[src/rtl/slpk_pkg.sv]
// ------------------------------------------------------------------------------------------
// slpk_pkg: sample log pointer keeper package
// shared widths, codes, item types and the job word passed from front to back
// ------------------------------------------------------------------------------------------
package slpk_pkg;

    localparam int unsigned MEM_BYTES  = 8192;
    localparam int unsigned PTR_W      = $clog2(MEM_BYTES);
    localparam int unsigned PTR_X_W    = PTR_W + 1;
    localparam int unsigned MEM_TOP    = MEM_BYTES - 1;
    localparam int unsigned FULL_LIMIT = MEM_BYTES - 2;

    localparam int unsigned KIND_W = 3;
    localparam int unsigned ACT_W  = 2;
    localparam int unsigned ADDR_W = 13;
    localparam int unsigned WORD_W = 16;

    localparam logic [PTR_W-1:0]  DATA_BASE      = PTR_W'(4);
    localparam logic [PTR_W-1:0]  PTR_STEP       = PTR_W'(2);
    localparam logic [PTR_X_W-1:0] PTR_X_STEP    = PTR_X_W'(2);
    localparam logic [ADDR_W-1:0] HDR_FIRST_ADDR = ADDR_W'(0);
    localparam logic [ADDR_W-1:0] HDR_LAST_ADDR  = ADDR_W'(2);
    localparam logic [WORD_W-1:0] ERASED_WORD    = 16'hFFFF;

    localparam int unsigned JQ_DEPTH = 4;
    localparam int unsigned JQ_IDX_W = $clog2(JQ_DEPTH);
    localparam int unsigned JQ_CNT_W = $clog2(JQ_DEPTH + 1);
    localparam int unsigned STEP_W   = 2;

    typedef enum logic [KIND_W-1:0] {
        KIND_INIT   = 3'd0,
        KIND_START  = 3'd1,
        KIND_STOP   = 3'd2,
        KIND_CLEAR  = 3'd3,
        KIND_SAMPLE = 3'd4
    } t_kind;

    typedef enum logic [ACT_W-1:0] {
        ACT_NONE  = 2'd0,
        ACT_WRITE = 2'd1,
        ACT_ERASE = 2'd2
    } t_action;

    typedef enum logic [2:0] {
        SEQ_NONE,
        SEQ_HDR,
        SEQ_CLEAR,
        SEQ_SAMPLE2,
        SEQ_SAMPLE3
    } t_seq;

    typedef enum logic [2:0] {
        OP_NONE,
        OP_ERASE,
        OP_DATA,
        OP_HDR_FIRST,
        OP_HDR_LAST
    } t_op;

    typedef struct packed {
        logic [KIND_W-1:0] kind;
        logic [WORD_W-1:0] sample_value;
        logic [WORD_W-1:0] stored_first_word;
        logic [WORD_W-1:0] stored_last_word;
    } t_in_item;

    typedef struct packed {
        logic [ACT_W-1:0]  action;
        logic [ADDR_W-1:0] word_address;
        logic [WORD_W-1:0] word_data;
        logic              status;
        logic              logging_on;
        logic [ADDR_W-1:0] first_data_address;
        logic [ADDR_W-1:0] last_data_address;
        logic              last;
    } t_out_item;

    typedef struct packed {
        t_seq              seq;
        logic [WORD_W-1:0] value;
        logic              status;
        logic              enabled;
        logic [PTR_W-1:0]  first_ptr;
        logic [PTR_W-1:0]  last_ptr;
    } t_job;

endpackage

[src/rtl/slpk_front.sv]
// ------------------------------------------------------------------------------------------
// slpk_front: command front end
// holds the enable flag and pointers, updates them per word and queues a job
// ------------------------------------------------------------------------------------------
module slpk_front (
    input  logic              i_clk,
    input  logic              i_rst_n,
    input  logic              i_push,
    input  slpk_pkg::t_in_item i_item,
    input  logic              i_q_full,
    output logic              o_job_wr,
    output slpk_pkg::t_job    o_job
);

    logic                         r_en;
    logic                         n_en;
    logic [slpk_pkg::PTR_W-1:0]   r_first;
    logic [slpk_pkg::PTR_W-1:0]   n_first;
    logic [slpk_pkg::PTR_W-1:0]   r_last;
    logic [slpk_pkg::PTR_W-1:0]   n_last;

    logic                         accept;
    logic                         erased;
    logic                         first_bad;
    logic                         last_bad;
    logic [slpk_pkg::PTR_W-1:0]   clamp_first;
    logic [slpk_pkg::PTR_W-1:0]   empty_mark;
    logic [slpk_pkg::PTR_W-1:0]   clamp_last;
    logic [slpk_pkg::PTR_X_W-1:0] next_sum;
    logic [slpk_pkg::PTR_W-1:0]   next_ptr;
    logic                         mem_full;
    slpk_pkg::t_seq               seq;
    logic                         status;

    assign accept = i_push && !i_q_full;

    // header check shared by init and start, plus the next pointer and full test for samples
    always_comb begin
        erased      = (i_item.stored_first_word == slpk_pkg::ERASED_WORD)
                   && (i_item.stored_last_word == slpk_pkg::ERASED_WORD);
        first_bad   = (32'(i_item.stored_first_word) < 32'(slpk_pkg::DATA_BASE))
                   || (32'(i_item.stored_first_word) > slpk_pkg::MEM_TOP);
        clamp_first = first_bad ? slpk_pkg::DATA_BASE
                                : slpk_pkg::PTR_W'(i_item.stored_first_word);
        empty_mark  = clamp_first - slpk_pkg::PTR_STEP;
        last_bad    = (32'(i_item.stored_last_word) < 32'(empty_mark))
                   || (32'(i_item.stored_last_word) > slpk_pkg::MEM_TOP);
        clamp_last  = last_bad ? empty_mark : slpk_pkg::PTR_W'(i_item.stored_last_word);
        next_sum    = {1'b0, r_last} + slpk_pkg::PTR_X_STEP;
        next_ptr    = slpk_pkg::PTR_W'(next_sum);
        mem_full    = 32'(next_sum) > slpk_pkg::FULL_LIMIT;
    end

    always_comb begin
        n_en    = r_en;
        n_first = r_first;
        n_last  = r_last;
        seq     = slpk_pkg::SEQ_NONE;
        status  = 1'b0;
        case (i_item.kind)
            slpk_pkg::KIND_INIT, slpk_pkg::KIND_START: begin
                n_en = (i_item.kind == slpk_pkg::KIND_START);
                if (erased) begin
                    n_first = slpk_pkg::DATA_BASE;
                    n_last  = slpk_pkg::DATA_BASE - slpk_pkg::PTR_STEP;
                    seq     = slpk_pkg::SEQ_HDR;
                end else begin
                    n_first = clamp_first;
                    n_last  = clamp_last;
                end
            end
            slpk_pkg::KIND_STOP: begin
                n_en = 1'b0;
            end
            slpk_pkg::KIND_CLEAR: begin
                n_en    = 1'b0;
                n_first = slpk_pkg::DATA_BASE;
                n_last  = slpk_pkg::DATA_BASE - slpk_pkg::PTR_STEP;
                seq     = slpk_pkg::SEQ_CLEAR;
            end
            slpk_pkg::KIND_SAMPLE: begin
                if (r_en) begin
                    if (mem_full) begin
                        n_en   = 1'b0;
                        status = 1'b1;
                    end else begin
                        n_last = next_ptr;
                        if (r_last < r_first) begin
                            n_first = next_ptr;
                            seq     = slpk_pkg::SEQ_SAMPLE3;
                        end else begin
                            seq = slpk_pkg::SEQ_SAMPLE2;
                        end
                    end
                end
            end
            default: begin
                seq = slpk_pkg::SEQ_NONE;
            end
        endcase
    end

    always_comb begin
        o_job_wr        = accept;
        o_job.seq       = seq;
        o_job.value     = i_item.sample_value;
        o_job.status    = status;
        o_job.enabled   = n_en;
        o_job.first_ptr = n_first;
        o_job.last_ptr  = n_last;
    end

    always_ff @(posedge i_clk) begin
        if (!i_rst_n) begin
            r_en    <= 1'b0;
            r_first <= slpk_pkg::DATA_BASE;
            r_last  <= slpk_pkg::DATA_BASE - slpk_pkg::PTR_STEP;
        end else if (accept) begin
            r_en    <= n_en;
            r_first <= n_first;
            r_last  <= n_last;
        end
    end

    a_first_in_range: assert property (@(posedge i_clk) disable iff (!i_rst_n)
        (r_first >= slpk_pkg::DATA_BASE) && (32'(r_first) <= slpk_pkg::MEM_TOP))
        else $error("first pointer out of range");

    a_last_not_below_empty: assert property (@(posedge i_clk) disable iff (!i_rst_n)
        (32'(r_last) + 32'(slpk_pkg::PTR_STEP)) >= 32'(r_first))
        else $error("last pointer below empty mark");

endmodule

[src/rtl/slpk_job_queue.sv]
// ------------------------------------------------------------------------------------------
// slpk_job_queue: job queue
// short register queue between the front end and the result sequencer
// ------------------------------------------------------------------------------------------
module slpk_job_queue (
    input  logic           i_clk,
    input  logic           i_rst_n,
    input  logic           i_wr,
    input  slpk_pkg::t_job i_job,
    input  logic           i_rd,
    output slpk_pkg::t_job o_head,
    output logic           o_empty,
    output logic           o_full
);

    slpk_pkg::t_job                r_mem [slpk_pkg::JQ_DEPTH];
    logic [slpk_pkg::JQ_IDX_W-1:0] r_wr_ptr;
    logic [slpk_pkg::JQ_IDX_W-1:0] n_wr_ptr;
    logic [slpk_pkg::JQ_IDX_W-1:0] r_rd_ptr;
    logic [slpk_pkg::JQ_IDX_W-1:0] n_rd_ptr;
    logic [slpk_pkg::JQ_CNT_W-1:0] r_cnt;
    logic [slpk_pkg::JQ_CNT_W-1:0] n_cnt;
    logic                          do_wr;
    logic                          do_rd;

    localparam logic [slpk_pkg::JQ_IDX_W-1:0] LAST_IDX = slpk_pkg::JQ_IDX_W'(slpk_pkg::JQ_DEPTH - 1);
    localparam logic [slpk_pkg::JQ_CNT_W-1:0] FULL_CNT = slpk_pkg::JQ_CNT_W'(slpk_pkg::JQ_DEPTH);

    assign o_empty = (r_cnt == '0);
    assign o_full  = (r_cnt == FULL_CNT);
    assign o_head  = r_mem[r_rd_ptr];
    assign do_wr   = i_wr && !o_full;
    assign do_rd   = i_rd && !o_empty;

    always_comb begin
        n_wr_ptr = r_wr_ptr;
        n_rd_ptr = r_rd_ptr;
        n_cnt    = r_cnt;
        if (do_wr) begin
            n_wr_ptr = (r_wr_ptr == LAST_IDX) ? '0 : r_wr_ptr + 1'b1;
        end
        if (do_rd) begin
            n_rd_ptr = (r_rd_ptr == LAST_IDX) ? '0 : r_rd_ptr + 1'b1;
        end
        if (do_wr && !do_rd) begin
            n_cnt = r_cnt + 1'b1;
        end else if (do_rd && !do_wr) begin
            n_cnt = r_cnt - 1'b1;
        end
    end

    always_ff @(posedge i_clk) begin
        if (!i_rst_n) begin
            r_wr_ptr <= '0;
            r_rd_ptr <= '0;
            r_cnt    <= '0;
        end else begin
            r_wr_ptr <= n_wr_ptr;
            r_rd_ptr <= n_rd_ptr;
            r_cnt    <= n_cnt;
        end
    end

    always_ff @(posedge i_clk) begin
        if (do_wr) begin
            r_mem[r_wr_ptr] <= i_job;
        end
    end

    a_cnt_bound: assert property (@(posedge i_clk) disable iff (!i_rst_n)
        r_cnt <= FULL_CNT)
        else $error("job count over depth");

    a_no_overrun: assert property (@(posedge i_clk) disable iff (!i_rst_n)
        i_wr |-> !o_full)
        else $error("job written into full queue");

    a_ptr_gap: assert property (@(posedge i_clk) disable iff (!i_rst_n)
        (r_cnt == '0) |-> (r_wr_ptr == r_rd_ptr))
        else $error("pointers apart while queue empty");

endmodule

[src/rtl/slpk_back.sv]
// ------------------------------------------------------------------------------------------
// slpk_back: result sequencer
// expands the head job into one to three result words into the output register
// ------------------------------------------------------------------------------------------
module slpk_back (
    input  logic                i_clk,
    input  logic                i_rst_n,
    input  slpk_pkg::t_job      i_job,
    input  logic                i_job_empty,
    output logic                o_job_pop,
    input  logic                i_pop,
    output logic                o_empty,
    output slpk_pkg::t_out_item o_result
);

    logic                        r_out_vld;
    logic                        n_out_vld;
    slpk_pkg::t_out_item         r_out;
    slpk_pkg::t_out_item         n_out;
    logic [slpk_pkg::STEP_W-1:0] r_step;
    logic [slpk_pkg::STEP_W-1:0] n_step;
    slpk_pkg::t_op               op;
    logic                        fin;
    logic                        load;
    logic                        taken;

    assign taken = i_pop && r_out_vld;
    assign load  = !i_job_empty && (!r_out_vld || i_pop);

    // which word of the job goes out this cycle
    always_comb begin
        op  = slpk_pkg::OP_NONE;
        fin = 1'b1;
        case (i_job.seq)
            slpk_pkg::SEQ_NONE: begin
                op = slpk_pkg::OP_NONE;
            end
            slpk_pkg::SEQ_HDR: begin
                if (r_step == '0) begin
                    op  = slpk_pkg::OP_HDR_FIRST;
                    fin = 1'b0;
                end else begin
                    op = slpk_pkg::OP_HDR_LAST;
                end
            end
            slpk_pkg::SEQ_CLEAR: begin
                if (r_step == '0) begin
                    op  = slpk_pkg::OP_ERASE;
                    fin = 1'b0;
                end else if (r_step == slpk_pkg::STEP_W'(1)) begin
                    op  = slpk_pkg::OP_HDR_FIRST;
                    fin = 1'b0;
                end else begin
                    op = slpk_pkg::OP_HDR_LAST;
                end
            end
            slpk_pkg::SEQ_SAMPLE2: begin
                if (r_step == '0) begin
                    op  = slpk_pkg::OP_DATA;
                    fin = 1'b0;
                end else begin
                    op = slpk_pkg::OP_HDR_LAST;
                end
            end
            slpk_pkg::SEQ_SAMPLE3: begin
                if (r_step == '0) begin
                    op  = slpk_pkg::OP_DATA;
                    fin = 1'b0;
                end else if (r_step == slpk_pkg::STEP_W'(1)) begin
                    op  = slpk_pkg::OP_HDR_FIRST;
                    fin = 1'b0;
                end else begin
                    op = slpk_pkg::OP_HDR_LAST;
                end
            end
            default: begin
                op = slpk_pkg::OP_NONE;
            end
        endcase
    end

    always_comb begin
        n_out.status             = i_job.status;
        n_out.logging_on         = i_job.enabled;
        n_out.first_data_address = slpk_pkg::ADDR_W'(i_job.first_ptr);
        n_out.last_data_address  = slpk_pkg::ADDR_W'(i_job.last_ptr);
        n_out.last               = fin;
        n_out.action             = slpk_pkg::ACT_NONE;
        n_out.word_address       = '0;
        n_out.word_data          = '0;
        case (op)
            slpk_pkg::OP_ERASE: begin
                n_out.action = slpk_pkg::ACT_ERASE;
            end
            slpk_pkg::OP_DATA: begin
                n_out.action       = slpk_pkg::ACT_WRITE;
                n_out.word_address = slpk_pkg::ADDR_W'(i_job.last_ptr);
                n_out.word_data    = i_job.value;
            end
            slpk_pkg::OP_HDR_FIRST: begin
                n_out.action       = slpk_pkg::ACT_WRITE;
                n_out.word_address = slpk_pkg::HDR_FIRST_ADDR;
                n_out.word_data    = slpk_pkg::WORD_W'(i_job.first_ptr);
            end
            slpk_pkg::OP_HDR_LAST: begin
                n_out.action       = slpk_pkg::ACT_WRITE;
                n_out.word_address = slpk_pkg::HDR_LAST_ADDR;
                n_out.word_data    = slpk_pkg::WORD_W'(i_job.last_ptr);
            end
            default: begin
                n_out.action = slpk_pkg::ACT_NONE;
            end
        endcase
    end

    always_comb begin
        n_out_vld = r_out_vld;
        n_step    = r_step;
        if (load) begin
            n_out_vld = 1'b1;
            n_step    = fin ? '0 : r_step + 1'b1;
        end else if (taken) begin
            n_out_vld = 1'b0;
        end
    end

    assign o_job_pop = load && fin;
    assign o_empty   = !r_out_vld;
    assign o_result  = r_out;

    always_ff @(posedge i_clk) begin
        if (!i_rst_n) begin
            r_out_vld <= 1'b0;
            r_step    <= '0;
        end else begin
            r_out_vld <= n_out_vld;
            r_step    <= n_step;
        end
    end

    always_ff @(posedge i_clk) begin
        if (load) begin
            r_out <= n_out;
        end
    end

    a_step_needs_job: assert property (@(posedge i_clk) disable iff (!i_rst_n)
        (r_step != '0) |-> !i_job_empty)
        else $error("sequencer mid job with no job queued");

    a_step_advance: assert property (@(posedge i_clk) disable iff (!i_rst_n)
        (load && !fin) |=> (r_step == $past(r_step) + 1'b1))
        else $error("sequencer step did not advance");

    a_step_bound: assert property (@(posedge i_clk) disable iff (!i_rst_n)
        r_step != slpk_pkg::STEP_W'(3))
        else $error("sequencer step past third word");

endmodule

[src/rtl/sample_log_pointer_keeper.sv]
// ------------------------------------------------------------------------------------------
// sample_log_pointer_keeper: linear sample log pointer keeper
// path: each command is written to a 4-deep job queue, then its result words are registered
// throughput: a command per cycle in unless full, a result word per cycle out while popped;
//   a command gives one to three result words, so the result sequencer sets the rate
// reset: synchronous; clears the enable flag, sets the pointers to 4 and 2, empties the queue
// ------------------------------------------------------------------------------------------
module sample_log_pointer_keeper (
    input  logic                i_clk,
    input  logic                i_rst_n,
    input  logic                push,
    output logic                full,
    input  slpk_pkg::t_in_item  i_item,
    output logic                empty,
    input  logic                pop,
    output slpk_pkg::t_out_item o_result
);

    logic           job_wr;
    slpk_pkg::t_job job_in;
    slpk_pkg::t_job job_head;
    logic           job_empty;
    logic           job_full;
    logic           job_pop;

    slpk_front u_front (
        .i_clk    (i_clk),
        .i_rst_n  (i_rst_n),
        .i_push   (push),
        .i_item   (i_item),
        .i_q_full (job_full),
        .o_job_wr (job_wr),
        .o_job    (job_in)
    );

    slpk_job_queue u_queue (
        .i_clk   (i_clk),
        .i_rst_n (i_rst_n),
        .i_wr    (job_wr),
        .i_job   (job_in),
        .i_rd    (job_pop),
        .o_head  (job_head),
        .o_empty (job_empty),
        .o_full  (job_full)
    );

    slpk_back u_back (
        .i_clk       (i_clk),
        .i_rst_n     (i_rst_n),
        .i_job       (job_head),
        .i_job_empty (job_empty),
        .o_job_pop   (job_pop),
        .i_pop       (pop),
        .o_empty     (empty),
        .o_result    (o_result)
    );

    assign full = job_full;

endmodule
[config.mk]
export PLATFORM = sky130hd
export DESIGN_NAME = sample_log_pointer_keeper
export DESIGN_NICKNAME = d
export VERILOG_FILES = /design/src/rtl/slpk_pkg.sv /design/src/rtl/slpk_front.sv /design/src/rtl/slpk_job_queue.sv /design/src/rtl/slpk_back.sv /design/src/rtl/sample_log_pointer_keeper.sv
export SDC_FILE = /design/constraint.sdc
export NUM_CORES = 1
export LEC_CHECK = 0
export ABC_AREA = 1
export BUFFER_PORTS_ARGS = -buffer_cell sky130_fd_sc_hd__buf_2
export CORE_UTILIZATION = 51
export CTS_CLUSTER_SIZE = 16
export DETAILED_ROUTE_END_ITERATION = 10
export PLACE_DENSITY = 0.82
export REMOVE_ABC_BUFFERS = 1
export SKIP_LAST_GASP = 1
export SYNTH_ARGS = -nofsm -noshare
export SYNTH_HDL_FRONTEND = slang
export SYNTH_HIERARCHICAL = 1
export SYNTH_SLANG_ARGS = --single-unit
[constraint.sdc]
create_clock -name i_clk -period 4.3 [get_ports i_clk]
set_clock_uncertainty 0.15 [all_clocks]
set_input_delay 0.43 -clock i_clk [delete_from_list [all_inputs] [get_ports i_clk]]
set_output_delay 0.43 -clock i_clk [all_outputs]
set_load 0.02 [all_outputs]
==> impl_metrics.py, run 1 <==
metrics = {
    "placed_design": {
        "port_buffers": 116,
        "dpl.hpwl_um": 21780,
        "dpl-instance-area_um2": 14970,
        "gp_congestion": 0.9214,
    },
    "die": {
        "initial_core_util_pct": 52.58,
        "num_rows": 60,
        "die_width_um": 169.6,
        "design.core.area_um2": 27250,
        "design.die.area_um2": 28770,
        "pin_count": 117,
        "die_h_um": 169.6,
    },
    "cts": {
        "clock_path_buffers": 3,
        "cts_hold_buf": 16,
        "cts_buffers": 28,
        "cts.htree.levels": 1,
        "tritoncts": "built",
        "cts_resized": 0,
        "clk_latency_ns": 0.53,
        "numClockSinks": 287,
        "clk_pin_slew_ns": 0.06,
        "clockRootBuffer": "clkbuf_16",
        "cts_setup_buffers": 0,
    },
    "critical_path": {
        "arrival_ns": 4.29,
        "critical_path_required_ns": 4.58,
        "critPathKind": "reg -> reg",
        "startpoint_type": "flop",
        "cpMaxStageDelayCell": "dfxtp_2",
        "cp_common_cell": "nand2_1",
        "endpoint_kind": "flop",
        "worst-path-max-fanout": 29,
        "slowest_delay_ns": 0.67,
        "crit_chain": "inv_4 > o21ai_0 > o22ai_2 > inv_2 > nor2_1 > nand2_1 > nand2_4 > inv_2 > o21ai_2 > nand2_1 > inv_2 > nand2_1 > ha_1 > inv_1 > fa_1 > inv_1 > nand2_1 > nand3_1 > nand2_1 > inv_1 > nor2_1",
    },
    "synthesis": {
        "ys_ff_latch": 287,
        "postSynthAreaPerCell_um2": 10.48,
        "ys.warnings.count": 6,
        "synth_top_flop_cell": "edfxtp_1",
        "syn_area_um2": 14330,
        "ys_types": 50,
        "synth-edff-count": 248,
        "synthCells": 1368,
        "ys_seq_area_share_pct": 57.42,
        "async_reset_ff_share_pct": 0,
    },
    "timing": {
        "clock.fmax_mhz": 249.1,
        "maxSlewHeadroom_pct": 35.83,
        "min_period_over_period_pct": 93.34,
        "setup_viol": 0,
        "finalCriticalPeriod_ns": 4.014,
        "tightestPinTransition_ns": 0.9566,
        "rsz0062_at_grt": "no",
        "finalHoldViolations": 0,
        "fin_hold_ws_ns": 0.04378,
        "slew_viol_final": 0,
    },
    "route": {
        "viasPerCell": 5.640,
        "drtPass1Iterations": 5,
        "wire_per_inst_um": 17.94,
        "routed_wl_um": 33490,
        "postRouteAntennaNets": 0,
        "drtIter0Drc": 1144,
        "drc": 0,
        "vias": 10530,
    },
    "global_routing": {
        "grt_max_degree": 62,
        "track_usage_pct": 23.49,
        "grt_pass1_wl_um": 52700,
        "antenna_found_initial": 0,
        "grt_pass1_vias": 10100,
        "gr-total-overflow": 0,
    },
    "final_layout": {
        "syn2layout_area_growth_pct": 12.35,
        "post-route-util_pct": 59.08,
        "num_antenna_cells": 0,
        "fin_nets": 1564,
        "layout_common_cells": "edfxtp_1, nand2_1, inv_1",
        "drive_gt1_share_pct": 20.40,
        "layout_commonest_cell": "edfxtp_1",
        "final_area_um2": 16100,
    },
    "power": {
        "ir_drop_mv": 0.3770,
        "powerDensity_nw_per_um2": 620.1,
        "leakagePower_nw": 6.567,
    },
    "flow_run": {
        "drv_cap": 0,
    },
    "status": {
        "status": "complete, no violations",
    },
    "min_path": {
        "hold_class": "in -> reg",
    },
}
[stage by stage]
step                worst slack [ns]  cells  power (W)  setup TNS (ns)
global placement              0.4919   1799   0.007309               0
CTS                           0.3294   1867   0.009977               0
floorplan                     -1.017   1292   0.006349          -7.549
detailed placement            0.3295   1799   0.007437               0
global route                 0.01157   1867    0.01047               0
finish                        0.2863   1867   0.009983               0
[layout make-up]
cell class | count | area, um2
Fill cell | 2169 | 11150
Tap cell | 372 | 465.4
Clock inverter | 17 | 198.9
Sequential cell | 287 | 8229
Clock buffer | 35 | 768.2
Timing Repair Buffer | 151 | 883.3
Multi-Input combinational cell | 854 | 4984
Inverter | 151 | 571.8
[per-layer routing]
| metal | vias up | share of wire, % | track usage, % |
|---|---|---|---|
| met5 | - | 0 | 0 |
| li1 | 4971 | - | - |
| met3 | 69 | 8.6 | 3.335 |
| met2 | 507 | 47 | 38.79 |
| met1 | 4983 | 42 | 32.03 |
| met4 | 0 | 2.4 | 7.364 |
[state kept, by name, summed over array words and instances (netlist names), named ones only]
name / cells
u_front/r_en: 1
u_queue/r_cnt: 3
u_back/r_step: 2
u_front/r_last: 13
u_back/r_out_vld: 1
u_front/r_first: 13
u_queue/r_wr_ptr: 2
u_back/o_result: 60
u_queue/r_mem: 188
u_queue/r_rd_ptr: 2
[report_power, final]
group	leakage, nW	switching [W]	internal (W)
Combinational	3.41	0.00245	0.000910
Clock	0.473	0.00102	0.00151
Sequential	2.68	0.000209	0.00388
Total	6.57	0.00368	0.00630
[worst paths after layout]
kind	from	to	slack (ns)	depth (start not counted)
max	flop	u_queue/r_cnt[2]	0.29	21
min	pop	u_back/r_out_vld	0.04	3
max reg2reg	flop	u_queue/r_cnt[2]	0.29	21
min reg2reg	u_front/r_first[2]	u_front/r_first[2]	0.33	2
[synthesized netlist by cell type, types with 10 or more instances]
library cell | count | area share (%)
nand4_1 | 63 | 2.8
ha_1 | 35 | 3.1
nor2_4 | 28 | 2.2
buf_2 | 23 | 0.80
inv_2 | 12 | 0.31
o22ai_2 | 27 | 2.4
nand3_2 | 10 | 0.70
a21oi_1 | 49 | 1.7
o22ai_1 | 21 | 0.92
dfxtp_1 | 39 | 5.4
nand2_1 | 199 | 5.2
nand2_2 | 11 | 0.48
nand3_1 | 108 | 3.8
xor2_1 | 16 | 0.98
edfxtp_1 | 248 | 52
clkbuf_1 | 15 | 0.39
buf_4 | 20 | 1.0
nor2_1 | 137 | 3.6
o21ai_0 | 92 | 3.2
o21ai_1 | 12 | 0.42
inv_1 | 136 | 3.6
[kinds of logic after synthesis]
| kind of cell | synth area share [%] |
|---|---|
| and+or+nand+nor | 20.92 |
| DFF | 57.42 |
| buffers and inverters | 8.033 |
| AOI/OAI and AO/OA | 9.395 |
| adders and majority gates | 3.196 |
| xor gates and xnor gates | 1.039 |
[worst max-delay path: cells and delay by family, from the launching register on]
kind / cells / cell delay (ns)
adder cells (fa/ha/maj): 2 / 0.58
AND/OR/NAND/NOR: 9 / 0.81
buffers and inverters: 7 / 1.03
AO/OA/AOI/OAI: 3 / 0.64
flip-flops: 1 / 0.67
(Power assumes the default switching activity.)
==> inputs of run 2 (changes only) <==
ABC_AREA = 0   (was 1)
==> run 2 against run 1 <==
- design area is 5.2% lower
- critical path depth is the same
- first-iteration DRC count is 29% lower
- non-clock buffer count grew 26
- synthesized area decreased by 7.4%
- via count fell by 20%
- sequential share of layout area is 2.8 points higher
- critical endpoint is now u_queue/r_mem[3][1]
- total power shrank 11%
- critical path type is now in -> reg
- utilization rose by 1.2 points
==> impl_metrics.py, run 2 <==
metrics = {
    "synthesis": {
        "postSynthAreaPerCell_um2": 14.25,
        "ys_types": 72,
        "async_reset_ff_share_pct": 0,
        "synth_most_common_cell": "edfxtp_1",
        "ys.warnings.count": 6,
        "ys_ff_latch": 287,
        "synth_top_cells_by_area": "edfxtp_1, mux4_2, dfxtp_1",
        "synth_top_area_cell": "edfxtp_1",
        "synth_top_flop_cell": "edfxtp_1",
        "synth-edff-count": 248,
        "synthTopCellsByCount": "edfxtp_1, nand2_1, and2_1, mux4_2, o21ai_0",
        "ys_seq_area_share_pct": 62.01,
        "synth_top_area_share_pct": 56.13,
        "synthCells": 931,
        "syn_area_um2": 13270,
    },
    "cts": {
        "tritoncts": "built",
        "clk_pin_slew_ns": 0.06,
        "clockRootBuffer": "clkbuf_16",
        "cts.htree.levels": 1,
        "numClockSinks": 287,
        "clock_path_buffers": 3,
        "clk_latency_ns": 0.53,
        "cts_buffers": 28,
    },
    "critical_path": {
        "critPathTopFamily": "compound AO/OA/AOI/OAI gates",
        "path_buf_inv": 4,
        "critical_path_required_ns": 4.55,
        "slowest_delay_ns": 0.57,
        "endpoint_kind": "flop",
        "cpMaxStageDelayCell": "or4_1",
        "critPathKind": "in -> reg",
        "arrival_ns": 4.27,
        "worst-path-max-fanout": 16,
        "crit_chain": "buf_2 > or4_1 > nor3_2 > a21o_1 > nor2_1 > ha_1 > and2_1 > a31oi_1 > o21ai_0 > buf_4 > ha_1 > nand2_1 > nor4_1 > o21ai_0 > a31oi_1 > o21ai_1 > buf_12 > mux2i_1 > o31ai_2 > a21boi_0 > buf_4",
        "startpoint_type": "input port",
    },
    "final_layout": {
        "layout_common_cells": "edfxtp_1, buf_2, nand2_1",
        "final_area_um2": 15260,
        "drive_gt1_share_pct": 24.98,
        "layout_commonest_cell": "edfxtp_1",
        "fin_nets": 1162,
        "post-route-util_pct": 60.25,
        "largest_register": "u_queue/r_mem",
        "num_antenna_cells": 0,
        "syn2layout_area_growth_pct": 15.01,
        "largest_reg_flops": 188,
    },
    "power": {
        "p_switching_w": 0.002777,
        "combPwrFrac_pct": 29.1,
        "ir_drop_mv": 0.4743,
        "p_int_w": 0.006126,
        "leakagePower_nw": 5.524,
        "powerDensity_nw_per_um2": 583.4,
        "pwr-share-seq_pct": 45.1,
        "power.total_w": 0.008903,
        "p_clk_share_pct": 25.7,
        "switching_share_pct": 31.19,
    },
    "timing": {
        "clock.fmax_mhz": 248.8,
        "maxSlewHeadroom_pct": 12.76,
        "rsz0062_at_grt": "no",
        "min_period_over_period_pct": 93.47,
        "finalHoldViolations": 0,
        "tightestPinTransition_ns": 1.304,
        "setup_viol": 0,
        "slew_viol_final": 0,
        "setup_tns_ns": 0,
        "finalCriticalPeriod_ns": 4.019,
        "fin_ws_ns": 0.2808,
    },
    "die": {
        "die_width_um": 163.3,
        "initial_core_util_pct": 52.39,
        "design.die.area_um2": 26660,
        "design.core.area_um2": 25330,
        "pin_count": 117,
        "num_rows": 58,
        "die_h_um": 163.3,
    },
    "route": {
        "drtIter0Drc": 809,
        "postRouteAntennaNets": 0,
        "viasPerCell": 5.950,
        "drc": 0,
        "vias": 8467,
        "wire_per_inst_um": 21.99,
        "drtPass1Iterations": 7,
        "routed_wl_um": 31290,
    },
    "placed_design": {
        "gp_congestion": 0.9821,
        "dpl_worst_slack_ns": -0.3647,
        "port_buffers": 116,
        "dpl.hpwl_um": 21380,
        "dpl-instance-area_um2": 14210,
    },
    "global_routing": {
        "grt_max_degree": 65,
        "grt_pass1_vias": 8314,
        "track_usage_pct": 24.09,
        "met2_usage_pct": 39.98,
        "use_met3_pct": 3.809,
        "grt_pass1_wl_um": 48040,
        "grt-busiest-layer": "met2",
        "antenna_found_initial": 0,
        "grtUsageMet1_pct": 33.47,
        "gr-total-overflow": 0,
    },
    "flow_run": {
        "drv_cap": 0,
    },
    "status": {
        "status": "complete, no violations",
    },
    "min_path": {
        "hold_class": "in -> reg",
    },
}
run 2: cell types whose count changed after synthesis, moves of 28 or more:
cell     change
nand2_1    -147
nor2_1     -102
inv_1      -101
nand3_1     -98
nand4_1     -50
and2_1      +47
mux4_2      +47
o21ai_0     -46
nor2_4      -28
run 2: cell families after synthesis:
family / count (synthesis) / share of synthesized area [%]
adder cells (fa/ha/maj): 36 / 3.452
buffers and inverters: 102 / 4.385
AND/OR/NAND/NOR: 226 / 8.968
AO/OA/AOI/OAI: 198 / 10.70
flip-flops: 287 / 62.01
XOR/XNOR: 19 / 1.254
multiplexers: 63 / 9.223
run 2: final cells by class:
cell class	instances	area (um2)
fill	1900	10070
sequential	287	8233
multi-input combinational	542	4502
timing repair buffer	177	1116
clock buffer	47	833.3
tap	330	412.9
inverter	35	131.4
clock inverter	5	31.28
run 2: metrics by stage:
stage	instances	hold slack [ns]
5_1_grt	1423	0.07629
6_report	1423	0.05818
4_1_cts	1423	0.05296
2_1_floorplan	864	0.2860
3_5_place_dp	1355	0.3170
3_3_place_gp	1355	0.2983
run 2: routing by layer:
layer	share of wire, %	routed length, um
met1	42	13270
met2	48	15110
met3	7.9	2465
met4	1.5	454
met5	0	0
run 2: tightest hold or removal path: stages:
cell	delay, ns
buf_2	0.07
nand2b_1	0.11
a21boi_0	0.08
run 2: power by group through the flow:
| stage | clock network [W] | logic (W) | registers (W) |
|---|---|---|---|
| 2_1_floorplan | 0 | 0.00124 | 0.00456 |
| 3_3_place_gp | 0 | 0.00254 | 0.00405 |
| 3_5_place_dp | 0 | 0.00261 | 0.00408 |
| 4_1_cts | 0.00232 | 0.00263 | 0.00403 |
| 5_1_grt | 0.00243 | 0.00279 | 0.00408 |
| 6_report | 0.00229 | 0.00259 | 0.00402 |
run 2: timing repair:
item,in CTS,in global routing
setup endpoints to repair,0,21
gates resized for setup,0,5
endpoints found under the hold margin,64,0
hold buffers,16,0
buffers inserted,0,0
run 2: path summary, 6_finish.rpt:
path | slack [ns] | cells after the start | end | start
worst max-delay path | 0.28 | 21 | u_queue/r_mem[3][1] | i_item[26]
worst min-delay path | 0.06 | 3 | u_back/r_out_vld | pop
worst max register to register | 0.35 | 8 | u_queue/r_mem[0][18] | u_front/r_last[7]
worst min register to register | 0.33 | 2 | u_back/r_step[1] | u_back/r_step[1]
==> inputs of run 3 (changes only) <==
MAX_ROUTING_LAYER = met4   (was default)
==> run 3 against run 2 <==
- sequential share of layout area is 0.27 points lower
- register-to-register slack improved by 0.05 ns
- clock power increased by 3%
- sequential cell count unchanged
- utilization up 0.30 points
- non-clock buffer count increased by 5
- worst hold slack improved by 0.012 ns
- first-iteration DRC count up 4.0%
- maximum frequency is 1.7% lower
- combinational power barely moved
- highest routed layer unchanged
==> impl_metrics.py, run 3 (synthesized netlist as in run 2, its figures left out) <==
metrics = {
    "global_routing": {
        "grt_pass1_wl_um": 47630,
        "gr-total-overflow": 0,
        "antenna_found_initial": 0,
        "grtUsageMet1_pct": 33.11,
        "use_met3_pct": 3.606,
        "track_usage_pct": 24.61,
        "grt_pass1_vias": 8426,
        "grt_max_degree": 65,
        "grt-busiest-layer": "met2",
        "met2_usage_pct": 39.25,
    },
    "die": {
        "num_rows": 58,
        "pin_count": 117,
        "design.core.area_um2": 25330,
        "die_width_um": 163.3,
        "design.die.area_um2": 26660,
        "initial_core_util_pct": 52.39,
        "die_h_um": 163.3,
    },
    "route": {
        "wire_per_inst_um": 21.98,
        "viasPerCell": 6.042,
        "drtPass1Iterations": 5,
        "postRouteAntennaNets": 0,
        "vias": 8628,
        "drc": 0,
        "drtIter0Drc": 841,
        "routed_wl_um": 31380,
    },
    "final_layout": {
        "largest_reg_flops": 188,
        "final-seq-area_um2": 8233,
        "syn2layout_area_growth_pct": 15.59,
        "num_antenna_cells": 0,
        "n_fill_cell": 1907,
        "multi_input_area_um2": 4493,
        "drive_gt1_share_pct": 25.32,
        "layout_common_cells": "edfxtp_1, buf_2, nand2_1",
        "largest_register": "u_queue/r_mem",
        "fin_nets": 1167,
        "layout_commonest_cell": "edfxtp_1",
    },
    "placed_design": {
        "port_buffers": 116,
        "gp_congestion": 0.9868,
        "dpl.hpwl_um": 21660,
    },
    "min_path": {
        "min_from": "pop",
        "hold_class": "in -> reg",
    },
    "cts": {
        "clk_latency_ns": 0.55,
        "clk_pin_slew_ns": 0.06,
        "cts_setup_buffers": 0,
        "numClockSinks": 287,
        "cts_buffers": 28,
        "clock_path_buffers": 3,
        "tritoncts": "built",
        "clockRootBuffer": "clkbuf_16",
        "cts.htree.levels": 1,
    },
    "timing": {
        "tightestPinTransition_ns": 1.220,
        "slew_viol_final": 0,
        "maxSlewHeadroom_pct": 18.34,
        "fin_hold_ws_ns": 0.06990,
        "setup_viol": 0,
        "finalHoldViolations": 0,
        "finalCriticalPeriod_ns": 4.089,
        "rsz0062_at_grt": "no",
        "min_period_over_period_pct": 95.10,
        "clock.fmax_mhz": 244.5,
    },
    "critical_path": {
        "r2r_start": "u_front/r_last[6]",
        "critical_path_required_ns": 4.53,
        "endpoint_kind": "flop",
        "crit_start": "i_item[22]",
        "arrival_ns": 4.32,
        "worst-path-max-fanout": 16,
        "critPathKind": "in -> reg",
        "startpoint_type": "input port",
    },
    "status": {
        "status": "complete, no violations",
    },
    "power": {
        "powerDensity_nw_per_um2": 586.7,
        "ir_drop_mv": 0.4909,
        "power.total_w": 0.008998,
        "leakagePower_nw": 5.562,
    },
    "flow_run": {
        "drv_cap": 0,
    },
}
run 3: changes by cell type in the layout (fill, tap and decap cells not counted), moves of 2 or more:
cell and delta:
clkinvlp_4 +2, bufinv_16 +2, clkbuf_1 -2, clkbuf_8 -2
buf_4 +4
run 3: routing by layer:
metal | vias to the layer above | share of wire (%)
met1 | 4236 | 41
met3 | 55 | 9.3
met2 | 438 | 48
met5 | - | 0
met4 | 0 | 1.9
li1 | 3899 | -
run 3: final cells by class:
type	count	share of cell area, %
clock buffer	43	5.205
sequential	287	53.68
timing repair buffer	182	7.604
inverter	35	0.8567
tap	330	2.692
clock inverter	9	0.6608
multi-input combinational	542	29.30
run 3: repair_timing:
action | CTS | global route
endpoints found under the hold margin | 64 | 0
resized for setup | 0 | 4
setup endpoints to repair | 0 | 20
hold buffers | 16 | 0
run 3: final timing paths:
| kind | endpoint | slack, ns | cells past startpoint |
|---|---|---|---|
| setup / recovery | u_queue/r_mem[1][11] | 0.21 | 20 |
| hold / removal | u_back/r_out_vld | 0.07 | 3 |
| setup reg to reg | u_queue/r_mem[0][17] | 0.40 | 8 |
| hold reg to reg | u_back/r_step[1] | 0.32 | 2 |
run 3: power by group:
| part | total [W] | internal [W] | switching [W] | leakage (nW) |
|---|---|---|---|---|
| logic | 0.00261 | 0.000978 | 0.00163 | 2.47 |
| registers | 0.00401 | 0.00384 | 0.000170 | 2.66 |
| clock network | 0.00237 | 0.00140 | 0.000976 | 0.430 |
run 3: worst max-delay path, stage by stage:
cell	delay [ns]
buf_2	0.10
or4_1	0.59
nor2_1	0.20
a21o_1	0.16
nor2_1	0.06
ha_1	0.22
and2_1	0.18
a31oi_1	0.16
o21ai_0	0.17
ha_1	0.33
nand3_1	0.11
nor4_2	0.25
o21ai_0	0.12
a31oi_1	0.16
o21ai_1	0.13
buf_12	0.19
and2_1	0.15
o32ai_1	0.32
buf_4	0.17
a21o_1	0.12
run 3: per-stage QoR:
step / cell area [um2] / cells / util, % / TNS, ns / setup slack (ns)
2_1_floorplan: 12820 / 864 / - / -18.22 / -0.7716
3_3_place_gp: 14260 / 1360 / 56.31 / -5.816 / -0.2200
3_5_place_dp: 14260 / 1360 / 56.31 / -12.08 / -0.4106
4_1_cts: 15320 / 1428 / 60.49 / 0 / 0.1245
5_1_grt: 15340 / 1428 / 60.55 / 0 / 0.01111
6_report: 15340 / 1428 / 60.55 / 0 / 0.2108
